`src/hw/rtl/assert_macros.svh`:
```
// ----------------------------------------------------------------------------
// assert_macros.svh
// Assertion helpers shared by the RTL, clocked on clk_i, off during reset.
// ----------------------------------------------------------------------------
`ifndef ASSERT_MACROS_SVH
`define ASSERT_MACROS_SVH

// Property holds in every cycle.
`define SIL_ASSERT(lbl, prop, msg) \
  lbl: assert property (@(posedge clk_i) disable iff (!rst_ni) (prop)) else $error(msg);

// Consequent holds in the same cycle as the antecedent.
`define SIL_ASSERT_IMP(lbl, ante, cons, msg) \
  lbl: assert property (@(posedge clk_i) disable iff (!rst_ni) (ante) |-> (cons)) \
    else $error(msg);

// Consequent holds in the cycle after the antecedent.
`define SIL_ASSERT_NXT(lbl, ante, cons, msg) \
  lbl: assert property (@(posedge clk_i) disable iff (!rst_ni) (ante) |=> (cons)) \
    else $error(msg);

`endif

```
`src/hw/rtl/sil_pkg.sv`:
```
// ----------------------------------------------------------------------------
// sil_pkg
// Types and constants of the sorted insert list.
// ----------------------------------------------------------------------------
package sil_pkg;

  localparam int SIL_DEPTH     = 16;
  localparam int SIL_KEY_WIDTH = 32;

  localparam int OP_W     = 2;
  localparam int VALUE_W  = 32;
  localparam int INDEX_W  = 4;
  localparam int STATUS_W = 2;
  localparam int POS_W    = 4;
  localparam int COUNT_W  = 5;
  localparam int CAP_W    = 5;

  localparam logic [CAP_W-1:0] CAP_RESET = CAP_W'(16);

  typedef enum logic [OP_W-1:0] {
    OP_INSERT = 2'd0,
    OP_LOOKUP = 2'd1,
    OP_REMOVE = 2'd2
  } sil_op_e;

  typedef enum logic [STATUS_W-1:0] {
    ST_OK    = 2'd0,
    ST_FULL  = 2'd1,
    ST_RANGE = 2'd2
  } sil_status_e;

  typedef struct packed {
    logic [OP_W-1:0]    operation;
    logic [VALUE_W-1:0] item_value;
    logic [INDEX_W-1:0] index;
  } sil_req_t;

  typedef struct packed {
    logic [STATUS_W-1:0] status;
    logic [POS_W-1:0]    position;
    logic [VALUE_W-1:0]  read_value;
    logic [COUNT_W-1:0]  entry_count;
  } sil_rsp_t;

  typedef logic [CAP_W-1:0] sil_cfg_t;

  // Command broadcast along the cell row.
  typedef struct packed {
    logic               ins;
    logic               rem;
    logic [INDEX_W-1:0] idx;
  } sil_ctrl_t;

endpackage

```
`src/hw/rtl/sil_cell.sv`:
```
// ----------------------------------------------------------------------------
// sil_cell
// One list slot: compares its key with the new key and shifts with neighbors.
// ----------------------------------------------------------------------------
module sil_cell import sil_pkg::*; #(
  parameter int DEPTH     = SIL_DEPTH,
  parameter int KEY_WIDTH = SIL_KEY_WIDTH,
  parameter int CELL      = 0,
  localparam int CW       = $clog2(DEPTH + 1)
) (
  input  logic                 clk_i,
  input  sil_ctrl_t            ctrl_i,
  input  logic [KEY_WIDTH-1:0] new_key_i,
  input  logic [CW-1:0]        count_i,
  input  logic [KEY_WIDTH-1:0] left_key_i,
  input  logic                 left_lt_i,
  input  logic [KEY_WIDTH-1:0] right_key_i,
  output logic [KEY_WIDTH-1:0] key_o,
  output logic                 lt_o,
  output logic                 hit_o,
  output logic [KEY_WIDTH-1:0] rd_o
);

  logic [KEY_WIDTH-1:0] key_q, key_d;
  logic                 valid;

  assign valid = CW'(CELL) < count_i;
  assign lt_o  = valid && (key_q < new_key_i);
  assign hit_o = !lt_o && left_lt_i;
  assign key_o = key_q;
  assign rd_o  = (CELL == int'(ctrl_i.idx)) ? key_q : '0;

  always_comb begin
    key_d = key_q;
    if (ctrl_i.ins) begin
      if (!lt_o) begin
        key_d = hit_o ? new_key_i : left_key_i;
      end
    end else if (ctrl_i.rem) begin
      if (CELL >= int'(ctrl_i.idx)) begin
        key_d = right_key_i;
      end
    end
  end

  always_ff @(posedge clk_i) begin
    key_q <= key_d;
  end

endmodule
```
`config.mk`:
```
export PLATFORM = sky130hd
export DESIGN_NAME = sil_cell
export DESIGN_NICKNAME = d
export VERILOG_FILES = /design/src/hw/rtl/assert_macros.svh /design/src/hw/rtl/sil_pkg.sv /design/src/hw/rtl/sil_cell.sv
export SDC_FILE = /design/constraint.sdc
export NUM_CORES = 1
export LEC_CHECK = 0
export BUFFER_PORTS_ARGS = -buffer_cell sky130_fd_sc_hd__buf_4
export CAP_MARGIN = 20
export CORE_MARGIN = 2
export CORE_UTILIZATION = 30
export DETAILED_ROUTE_END_ITERATION = 10
export PLACE_DENSITY = 0.7
export SLEW_MARGIN = 20
export SYNTH_ARGS = -nofsm -noshare
export SYNTH_HDL_FRONTEND = slang
export SYNTH_SLANG_ARGS = --single-unit
export TNS_END_PERCENT = 100
```
`constraint.sdc`:
```
create_clock -name clk_i -period 3.45 [get_ports clk_i]
set_input_delay 0.345 -clock clk_i [delete_from_list [all_inputs] [get_ports clk_i]]
set_output_delay 0.345 -clock clk_i [all_outputs]
set_load 0.05 [all_outputs]
```
Yosys cells after proc, flatten, opt, wreduce, memory -nomap -nowiden:

Index checks and enable logic that the tools add are counted.

* input bits: 109
* output and inout bits: 66
* flip-flop bits (word level): 32
* word-level logic and storage cells: 18

* reductions and logical operators: 7
* order comparisons: 3
* eq/ne operators: 1
* mux-type cells: 6

Operator list (count)
* $mux 32: 6
* $lt 32x32->1: 1
* $lt 1x5->1 const A: 1
* $ge 1x4->1 const A: 1
* $logic_not 4->1: 1
* $reduce_bool 2->1: 2
* $reduce_and 3->1: 1
* $logic_and 1x1->1: 2
* $ne 2x2->1 const B: 1
* $logic_not 1->1: 1

Logic depth before layout (Yosys ltp):

Gate-level depths: netlist of the first run.

* depth after elaboration: 7
* gate-level depth with buffers: 9
* depth with buffers taken out: 8

Least setup slack after synthesis of the first run:

No wires, ideal clock.

* kind: flip-flop to flip-flop
* start point: register key_q[5] (netlist: key_o[5])
* end point: register key_q[0] (netlist: key_o[0]), enable pin
* setup slack: -792 ps
* buffers on the path: 0
* stages on the path, launching flop included: 8
* clock period less this slack: 4242 ps
* library setup time: 435 ps
* data required time: 3015 ps
* data arrival time: 3807 ps
* path through: edfxtp_1 > ha_1 > nand2_1 > or3_1 > o221ai_1 > a21oi_2 > o221a_2 > mux2i_1

* word-level cells in the longest chain between the ends: 4

RTL lines
* from (decl): line sil_cell.sv:24 `logic [KEY_WIDTH-1:0] key_q, key_d;`
* from (signal assigned): line sil_cell.sv:47 `key_q <= key_d;`
* $lt 32x32->1: line sil_cell.sv:28 `assign lt_o = valid && (key_q < new_key_i);`
* $logic_and 1x1->1: line sil_cell.sv:28
* net lt_o: line sil_cell.sv:19 `output logic lt_o,`
* $ne 2x2->1 (no source line)
* $reduce_and 3->1 (no source line)

The timed path passes the listed nets, and every way through them passes these cells.
A chain may end at the register's enable or synchronous reset.

Worst setup path after layout of the first run:

* start point: register key_q[25] (netlist: key_o[25])
* end point: output hit_o

* word-level cells in the longest chain between the ends: 4

RTL lines
* $lt 32x32->1: line sil_cell.sv:28
* $logic_and 1x1->1: line sil_cell.sv:28
* $logic_not 1->1
* $logic_and 1x1->1: line sil_cell.sv:29 `assign hit_o = !lt_o && left_lt_i;`
* to (decl): line sil_cell.sv:20 `output logic hit_o,`

No other way between the ends.

==> results.toml, run 1 <==
[global_routing]
grt_usage = 0.1657
grt_max_degree = 51
grt_pass1_vias = 3288
gr-total-overflow = 0
antenna_found_initial = 0
grt_pass1_wl_um = 15410

[detailed_routing]
antenna_left = 0
num_vias = 3206
dr.pass1.iters = 4
finalWirelength_um = 10060
wl_per_cell_um = 15.72
route.detailed.drc = 0
via_per_inst = 5.009
drt_iter0_drc = 102

[critical_path]
cp-startpoint = "key_o[25]$_DFFE_PP_"
r2r_end = "key_o[13]$_DFFE_PP_"
worstSetupStartpointType = "register"
crit_required_ns = 3.11
worst_r2r_startpoint = "key_o[5]$_DFFE_PP_"
crit_fanout = 19
cp-endpoint = "hit_o"
path_class = "register to output pin"
arrival_ns = 2.67
ff2ff_path_depth = 9
r2r_setup_slack_ns = 0.64
worst_setup_path_end_kind = "output pin"

[timing]
fin_crit_sh = 0.8751
fin_crit_ns = 3.019
tns_ns = 0
finClkSkew_ns = 0.007201
hold_viol = 0
rsz0062_at_grt = "false"
fmax_mhz = 331.2
drv_slew = 0
slew_headroom = 0.5934
tightest_slew_ns = 0.6099
finalSetupViolCount = 0

[die]
die_w_um = 109.2
num_rows = 38
die_y_um = 109.2
io_pins = 175
core_um2 = 10790
floorplan.initialDensity = 0.3073
dieArea_um2 = 11910

[clocking]
path_clk_slew_ns = 0.07
htreeDepth = 2
cts_tree = "yes"
cts_hold_buf = 0
post_cts_resized = 0
cts.sinks = 32
cts_buffer_depth = 2
numCtsBuffers = 5
post_cts_buffers = 0
cts_root_buf = "clkbuf_8"
clk_latency_ns = 0.28

[synthesis]
yosys.area.top_type = "edfxtp_1"
synth.yosys.warnings = 0
syn-cell-area_um2 = 3317
synth_cell_type_count = 42
synth_area_leaders = "edfxtp_1, o221ai_2, ha_1"
syn_area_per_cell_um2 = 9.931
synthesis.nets = 474
synth-seq-area-share = 0.2897
synthCells = 334
synth-seq-cells = 32
synth_top_area_share = 0.2897

[cells_and_area]
final_cell_mix = "buf_4, inv_1, nand2_1"
fin_util = 0.4350
drive_above_1_share = 0.4620
syn2layout_area_growth_pct = 41.53
layout_commonest_cell = "buf_4"
largest_register_ffs = 32
final_nets = 639
num_antenna_cells = 0

[min_path]
whs_path_depth = 3
hold_class = "input pin to register"

[power]
leakage_nw = 2.242
peakVddDrop_uv = 112.9
powerDensity_nw_per_um2 = 305.2

[run_status]
status = "complete, no violations"

[flow_run]
drv_cap = 0

[placement]
finalWeightedCongestion = 0.8383
place.detailed.hpwl_um = 7846
io_buffers = 174
==> worst min-delay path by stage <==
stage	from	to	slack (ns)
2_1_floorplan	new_key_i[10]	key_o[10]$_DFFE_PP_	0.60
3_3_place_gp	new_key_i[11]	key_o[11]$_DFFE_PP_	0.71
3_5_place_dp	new_key_i[11]	key_o[11]$_DFFE_PP_	0.71
4_1_cts	new_key_i[11]	key_o[11]$_DFFE_PP_	0.41
5_1_grt	new_key_i[11]	key_o[11]$_DFFE_PP_	0.43
6_report	new_key_i[11]	key_o[11]$_DFFE_PP_	0.42
==> cells by family (layout without fill, tap and decap cells) <==
family | Yosys count | in the layout | synth area share
flops | 32 | 32 | 0.2897
mux | 1 | 1 | 0.003018
fa+ha+maj | 31 | 31 | 0.1169
buf+inv | 92 | 258 | 0.1645
compound gates | 90 | 90 | 0.2886
simple gates | 88 | 88 | 0.1373
==> power by group <==
part           total [mW]  switching [mW]  internal [mW]
clock               0.280           0.140          0.141
combinational       0.647           0.388          0.259
sequential          0.505          0.0265          0.479
total                1.43           0.555          0.878
==> per-layer routing <==
layer,GRT usage,up-vias,wire [µm]
li1,-,1574,-
met1,0.1866,1521,3955
met2,0.3119,103,5355
met3,0.03467,8,641
met4,0.04670,0,107
met5,0,-,0
==> per-stage QoR <==
step / total power [mW] / area [µm²] / std cells / setup WS (ns) / hold WS (ns)
final: 1.433 / 4695 / 640 / 0.4310 / 0.4194
after global routing: 1.522 / 4695 / 640 / 0.1918 / 0.4251
after CTS: 1.454 / 4695 / 640 / 0.3885 / 0.4052
after detailed placement: 1.166 / 4614 / 632 / 0.6019 / 0.7113
after global placement: 1.150 / 4614 / 632 / 0.6618 / 0.7052
after floorplan: 0.9468 / 3329 / 334 / 0.2890 / 0.6030
==> synthesized netlist by cell type <==
cell,n
o311a_2,1
o2111ai_1,32
nand4_1,4
nor2_1,2
o22a_4,1
o21a_1,1
edfxtp_1,32
o221a_2,1
a21oi_1,8
nand2b_1,1
o221ai_2,29
dlymetal6s2s_1,1
a211oi_1,1
buf_2,2
clkbuf_8,13
or4_4,1
a31oi_1,1
nand2_2,1
a221o_1,1
nor3_1,2
or2_2,1
a21boi_0,1
and4_4,1
dlygate4sd3_1,1
o21a_4,1
a21o_1,3
or3_1,1
a21oi_2,1
clkbuf_4,1
o21bai_2,1
a211o_1,1
nor4_1,1
clkbuf_1,5
o221ai_1,5
buf_12,3
nand2_1,38
ha_1,31
and2_1,33
nand3_1,2
mux2i_1,1
inv_1,66
a211oi_2,1
==> critical path: stages, from the launching register on <==
cell and delay, ns:
edfxtp_1 0.43, ha_1 0.33, a21o_1 0.17, a221o_1 0.33, a211oi_2 0.32, o22a_4 0.19, o21a_4 0.33, inv_1 0.08
buf_4 0.20
==> area by class of cell <==
class	instances	area, µm²
clock buffer	7	76.32
inverter	66	247.7
multi-input combinational	210	1837
clock inverter	1	3.754
tap	140	175.2
fill	1053	6098
sequential	32	960.9
timing repair buffer	184	1394
Note: power is estimated with default switching activity, not from simulation.
==> run 2: changes to the inputs <==
--- a/config.mk
+++ b/config.mk
@@ -5,12 +5,13 @@
 export SDC_FILE = /design/constraint.sdc
 export NUM_CORES = 1
 export LEC_CHECK = 0
+export ABC_AREA = 1
 export BUFFER_PORTS_ARGS = -buffer_cell sky130_fd_sc_hd__buf_4
 export CAP_MARGIN = 20
-export CORE_MARGIN = 2
+export CORE_MARGIN = 4
 export CORE_UTILIZATION = 30
 export DETAILED_ROUTE_END_ITERATION = 10
-export PLACE_DENSITY = 0.7
+export PLACE_DENSITY = 0.72
 export SLEW_MARGIN = 20
 export SYNTH_ARGS = -nofsm -noshare
 export SYNTH_HDL_FRONTEND = slang
==> run 2 against run 1 <==
  * Final cell count rose by 17%
  * Critical path type unchanged
  * Combinational power is 6.2% lower
  * Critical endpoint unchanged
  * Flip-flop and latch count unchanged
==> results.toml, run 2 <==
[synthesis]
syn-cell-area_um2 = 3029
synth_top_area_share = 0.3172
synthMostInstantiatedCell = "nand2_1"
synth_area_leaders = "edfxtp_1, nand2_1, inv_1"
synth-seq-area-share = 0.3172
synth_cell_type_count = 24
synthCells = 453
synthFlopType = "edfxtp_1"
synthesis.nets = 593
synth.yosys.warnings = 0
synth-edff-count = 32
synth_common_cells = "nand2_1, inv_1, nand3_1"
async_reset_ff_frac = 0
syn_area_per_cell_um2 = 6.687
yosys.area.top_type = "edfxtp_1"
synth-seq-cells = 32

[timing]
finClkSkew_ns = 0.008007
fin_hold_ws_ns = 0.3339
tns_ns = 0
drv_slew = 0
finalSetupViolCount = 0
setup_slack_ns = 0.6062
fin_crit_ns = 2.844
rsz0062_at_grt = "false"
fin_crit_sh = 0.8243
fmax_mhz = 351.6
tightest_slew_ns = 0.9261
hold_viol = 0
slew_headroom = 0.3826

[run_status]
status = "complete, no violations"

[detailed_routing]
drt_iter0_drc = 136
antenna_left = 0
dr.pass1.iters = 5
num_vias = 3318
via_per_inst = 4.436
route.detailed.drc = 0
finalWirelength_um = 9964
wl_per_cell_um = 13.32

[cells_and_area]
layout_commonest_cell = "buf_4"
num-fill-cells = 997
drive_above_1_share = 0.3220
syn2layout_area_growth_pct = 48.45
largest_register_ffs = 32
final_cell_mix = "buf_4, nand2_1, inv_1"
fin_cells = 748
num_antenna_cells = 0
final_nets = 757

[clocking]
cts.sinks = 32
clk_latency_ns = 0.28
htreeDepth = 2
cts_hold_buf = 0
cts_tree = "yes"
cts_buffer_depth = 2
numCtsBuffers = 5
post_cts_buffers = 0
path_clk_slew_ns = 0.07
cts_root_buf = "clkbuf_8"
post_cts_resized = 0

[critical_path]
arrival_ns = 2.50
path_class = "register to output pin"
crit_fanout = 33
worstSetupStartpointType = "register"
worst_setup_path_end_kind = "output pin"
crit_required_ns = 3.11

[placement]
finalWeightedCongestion = 0.7869
pre_cts_ws_ns = 0.8251
io_buffers = 174
dp_cells = 743
place.detailed.hpwl_um = 7556

[die]
core_um2 = 9819
io_pins = 175
die_y_um = 108.5
floorplan.initialDensity = 0.3085
dieArea_um2 = 11770
num_rows = 36
die_w_um = 108.5

[global_routing]
grt_max_degree = 34
grt_pass1_wl_um = 15290
grt_usage = 0.1643
gr-total-overflow = 0
grt_pass1_vias = 3294
antenna_found_initial = 0

[power]
leakage_nw = 2.653
powerDensity_nw_per_um2 = 305.5
peakVddDrop_uv = 135.0

[min_path]
hold_class = "input pin to register"

[flow_run]
drv_cap = 0
==> run 2: logic make-up after synthesis <==
| family | count (synthesis) | synth area share |
|---|---|---|
| flops | 32 | 0.3172 |
| fa+ha+maj | 31 | 0.1280 |
| simple gates | 241 | 0.3478 |
| buf+inv | 129 | 0.1727 |
| compound gates | 20 | 0.03429 |
==> run 2: report_power, final <==
group | internal, mW | switching, mW
clock | 0.130 | 0.130
sequential | 0.478 | 0.0291
combinational | 0.227 | 0.380
==> run 2: per-stage QoR <==
step           utilization  instance area (µm²)  power, mW
2_1_floorplan            -                 3035     0.9011
3_3_place_gp        0.4509                 4428      1.115
3_5_place_dp        0.4509                 4428      1.126
4_1_cts             0.4580                 4497      1.397
5_1_grt             0.4580                 4497      1.464
6_report            0.4580                 4497      1.374
==> run 2: worst max-delay path, cell delays in order, from the launching register on <==
cell,delay [ns]
edfxtp_1,0.43
ha_1,0.33
nand2_1,0.07
inv_1,0.03
o21ai_0,0.14
nand3_1,0.11
nor2_1,0.16
nand2_1,0.07
inv_1,0.09
nand2_4,0.11
nand2_4,0.38
inv_1,0.08
buf_4,0.20
==> run 2: cell type report <==
cell class,count,area [µm²],share of cell area
multi-input cells,292,1559,0.3467
repair buffers,178,1336,0.2972
flip-flops and latches,32,960.9,0.2137
inverters,108,405.4,0.09015
well taps,133,166.4,0.03701
clock buffers,5,68.82,0.01530
==> run 2: final timing paths <==
check	end	slack, ns	depth (start not counted)	from
setup / recovery	hit_o	0.61	12	key_o[29]$_DFFE_PP_
hold / removal	key_o[17]$_DFFE_PP_	0.33	3	right_key_i[17]
setup reg to reg	key_o[2]$_DFFE_PP_	0.93	11	key_o[31]$_DFFE_PP_
hold reg to reg	key_o[11]$_DFFE_PP_	1.33	10	key_o[23]$_DFFE_PP_
==> run 2: layer usage <==
layer,global-route usage,wire [µm],vias up,share of wire
met4,0.04509,174,0,0.017
met1,0.1914,3936,1444,0.40
met5,0,0,-,0
met3,0.03642,876,14,0.088
met2,0.3010,4977,139,0.50
li1,-,-,1721,-
==> run 3: changes to the inputs <==
--- a/config.mk
+++ b/config.mk
@@ -11,7 +11,7 @@
 export CORE_MARGIN = 4
 export CORE_UTILIZATION = 30
 export DETAILED_ROUTE_END_ITERATION = 10
-export PLACE_DENSITY = 0.72
+export PLACE_DENSITY = 0.69
 export SLEW_MARGIN = 20
 export SYNTH_ARGS = -nofsm -noshare
 export SYNTH_HDL_FRONTEND = slang
==> constraint.sdc (replaced) <==
create_clock -name clk_i -period 2.8 [get_ports clk_i]
set_input_delay 0.28 -clock clk_i [delete_from_list [all_inputs] [get_ports clk_i]]
set_output_delay 0.28 -clock clk_i [all_outputs]
set_load 0.05 [all_outputs]
==> run 3 against run 2 <==
  * Die area stayed put
  * Setup slack worse by 0.37 ns
  * Sequential share of layout area is 0.36 points lower
  * Sequential power rose by 23%
  * Flip-flop and latch count unchanged
  * Final cell count rose by 1.3%
  * Wire length increased by 3.0%
  * Hold slack worse by 0.066 ns
  * First-iteration DRC count down 12%
  * Clock power grew 35%
  * Largest power group unchanged
  * Highest routed layer unchanged
==> results.toml, run 3 (synthesis gave the netlist of run 2 again) <==
[critical_path]
crit_required_ns = 2.52
arrival_ns = 2.28
worstSetupStartpointType = "register"
crit_fanout = 15
worst_setup_path_end_kind = "output pin"
path_class = "register to output pin"
r2r_setup_slack_ns = 0.28

[clocking]
cts.sinks = 32
cts_tree = "yes"
numCtsBuffers = 5
path_clk_slew_ns = 0.07
clk_latency_ns = 0.28
cts_hold_buf = 0
cts_buffer_depth = 2
htreeDepth = 2
cts_root_buf = "clkbuf_8"

[timing]
finalSetupViolCount = 0
rsz0062_at_grt = "false"
tns_ns = 0
fin_crit_sh = 0.9143
drv_slew = 0
slew_headroom = 0.6830
fmax_mhz = 390.6
tightest_slew_ns = 0.4755
hold_viol = 0
finClkSkew_ns = 0.004135
fin_crit_ns = 2.560

[detailed_routing]
route.detailed.drc = 0
drt_iter0_drc = 120
num_vias = 3383
wl_per_cell_um = 13.54
antenna_left = 0
finalWirelength_um = 10260
dr.pass1.iters = 4
via_per_inst = 4.463

[cells_and_area]
final_cell_mix = "buf_4, nand2_1, inv_1"
num_antenna_cells = 0
layout_commonest_cell = "buf_4"
syn2layout_area_growth_pct = 50.97
drive_above_1_share = 0.3280
largest_register_ffs = 32
final_nets = 764

[power]
powerDensity_nw_per_um2 = 382.2
peakVddDrop_uv = 166.6
p_total_mw = 1.748
leakage_nw = 2.691

[global_routing]
grt_pass1_vias = 3369
grt_usage = 0.1644
antenna_found_initial = 0
grt_pass1_wl_um = 15530
grt_max_degree = 34
gr-total-overflow = 0

[min_path]
hold_class = "input pin to register"

[run_status]
status = "complete, no violations"

[placement]
place.detailed.hpwl_um = 7715
finalWeightedCongestion = 0.8054
io_buffers = 174

[die]
die_w_um = 108.5
dieArea_um2 = 11770
io_pins = 175
die_y_um = 108.5
core_um2 = 9819
floorplan.initialDensity = 0.3085
num_rows = 36

[flow_run]
drv_cap = 0
## run 3: changes by cell type in the layout (fill, tap and decap cells not counted), sizes merged
cell	delta
clkbuf	+2
clkinv	+1
buf	+6
nand2	+1
## run 3: critical path, stage by stage (launching register included)
cell	delay [ns]
edfxtp_1	0.45
ha_1	0.33
nand2_1	0.07
inv_2	0.06
nand3_2	0.09
nor3_2	0.15
and3_1	0.19
nand2_1	0.09
nand2_4	0.14
nand2_8	0.13
inv_1	0.10
buf_4	0.19
## run 3: per-stage QoR
| step | instance area (µm²) | utilization | setup slack, ns | instances | hold slack (ns) |
|---|---|---|---|---|---|
| floorplan | 3043 | - | -0.2261 | 453 | 0.4659 |
| global placement | 4451 | 0.4532 | 0.3535 | 746 | 0.5505 |
| detailed placement | 4451 | 0.4532 | 0.3152 | 746 | 0.5550 |
| CTS | 4539 | 0.4623 | 0.08311 | 754 | 0.2568 |
| global route | 4573 | 0.4657 | 0.03220 | 758 | 0.2600 |
| finish | 4573 | 0.4657 | 0.2400 | 758 | 0.2680 |
## run 3: metal layers
layer,up-vias,global-route usage,share of wire
met1,1505,0.1989,0.42
met4,0,0.04599,0.017
li1,1738,-,-
met5,-,0,0
met2,126,0.2957,0.50
met3,14,0.03104,0.067
## run 3: cell type report
| class | count | area, µm² |
|---|---|---|
| repair buffers | 184 | 1381 |
| flip-flops and latches | 32 | 960.9 |
| clock inverters | 1 | 3.754 |
| multi-input cells | 293 | 1579 |
| inverters | 108 | 405.4 |
| well taps | 133 | 166.4 |
| fillers | 1018 | 5246 |
| clock buffers | 7 | 76.32 |
## run 3: worst paths after layout
kind	cells after the start	end	from
hold / removal	3	key_o[20]$_DFFE_PP_	right_key_i[20]
setup / recovery	11	hit_o	key_o[31]$_DFFE_PP_
hold reg to reg	10	key_o[30]$_DFFE_PP_	key_o[30]$_DFFE_PP_
setup reg to reg	13	key_o[1]$_DFFE_PP_	key_o[31]$_DFFE_PP_
## run 3: timing repair
item	in CTS	in global routing
endpoints found under the setup margin	1	1
pin swaps	0	1
setup buffers	0	3
cloned	0	1
resized for setup	1	0
## run 3: power breakdown
| part | internal [mW] | switching, mW |
|---|---|---|
| sequential | 0.588 | 0.0349 |
| combinational | 0.294 | 0.480 |
| clock | 0.173 | 0.177 |
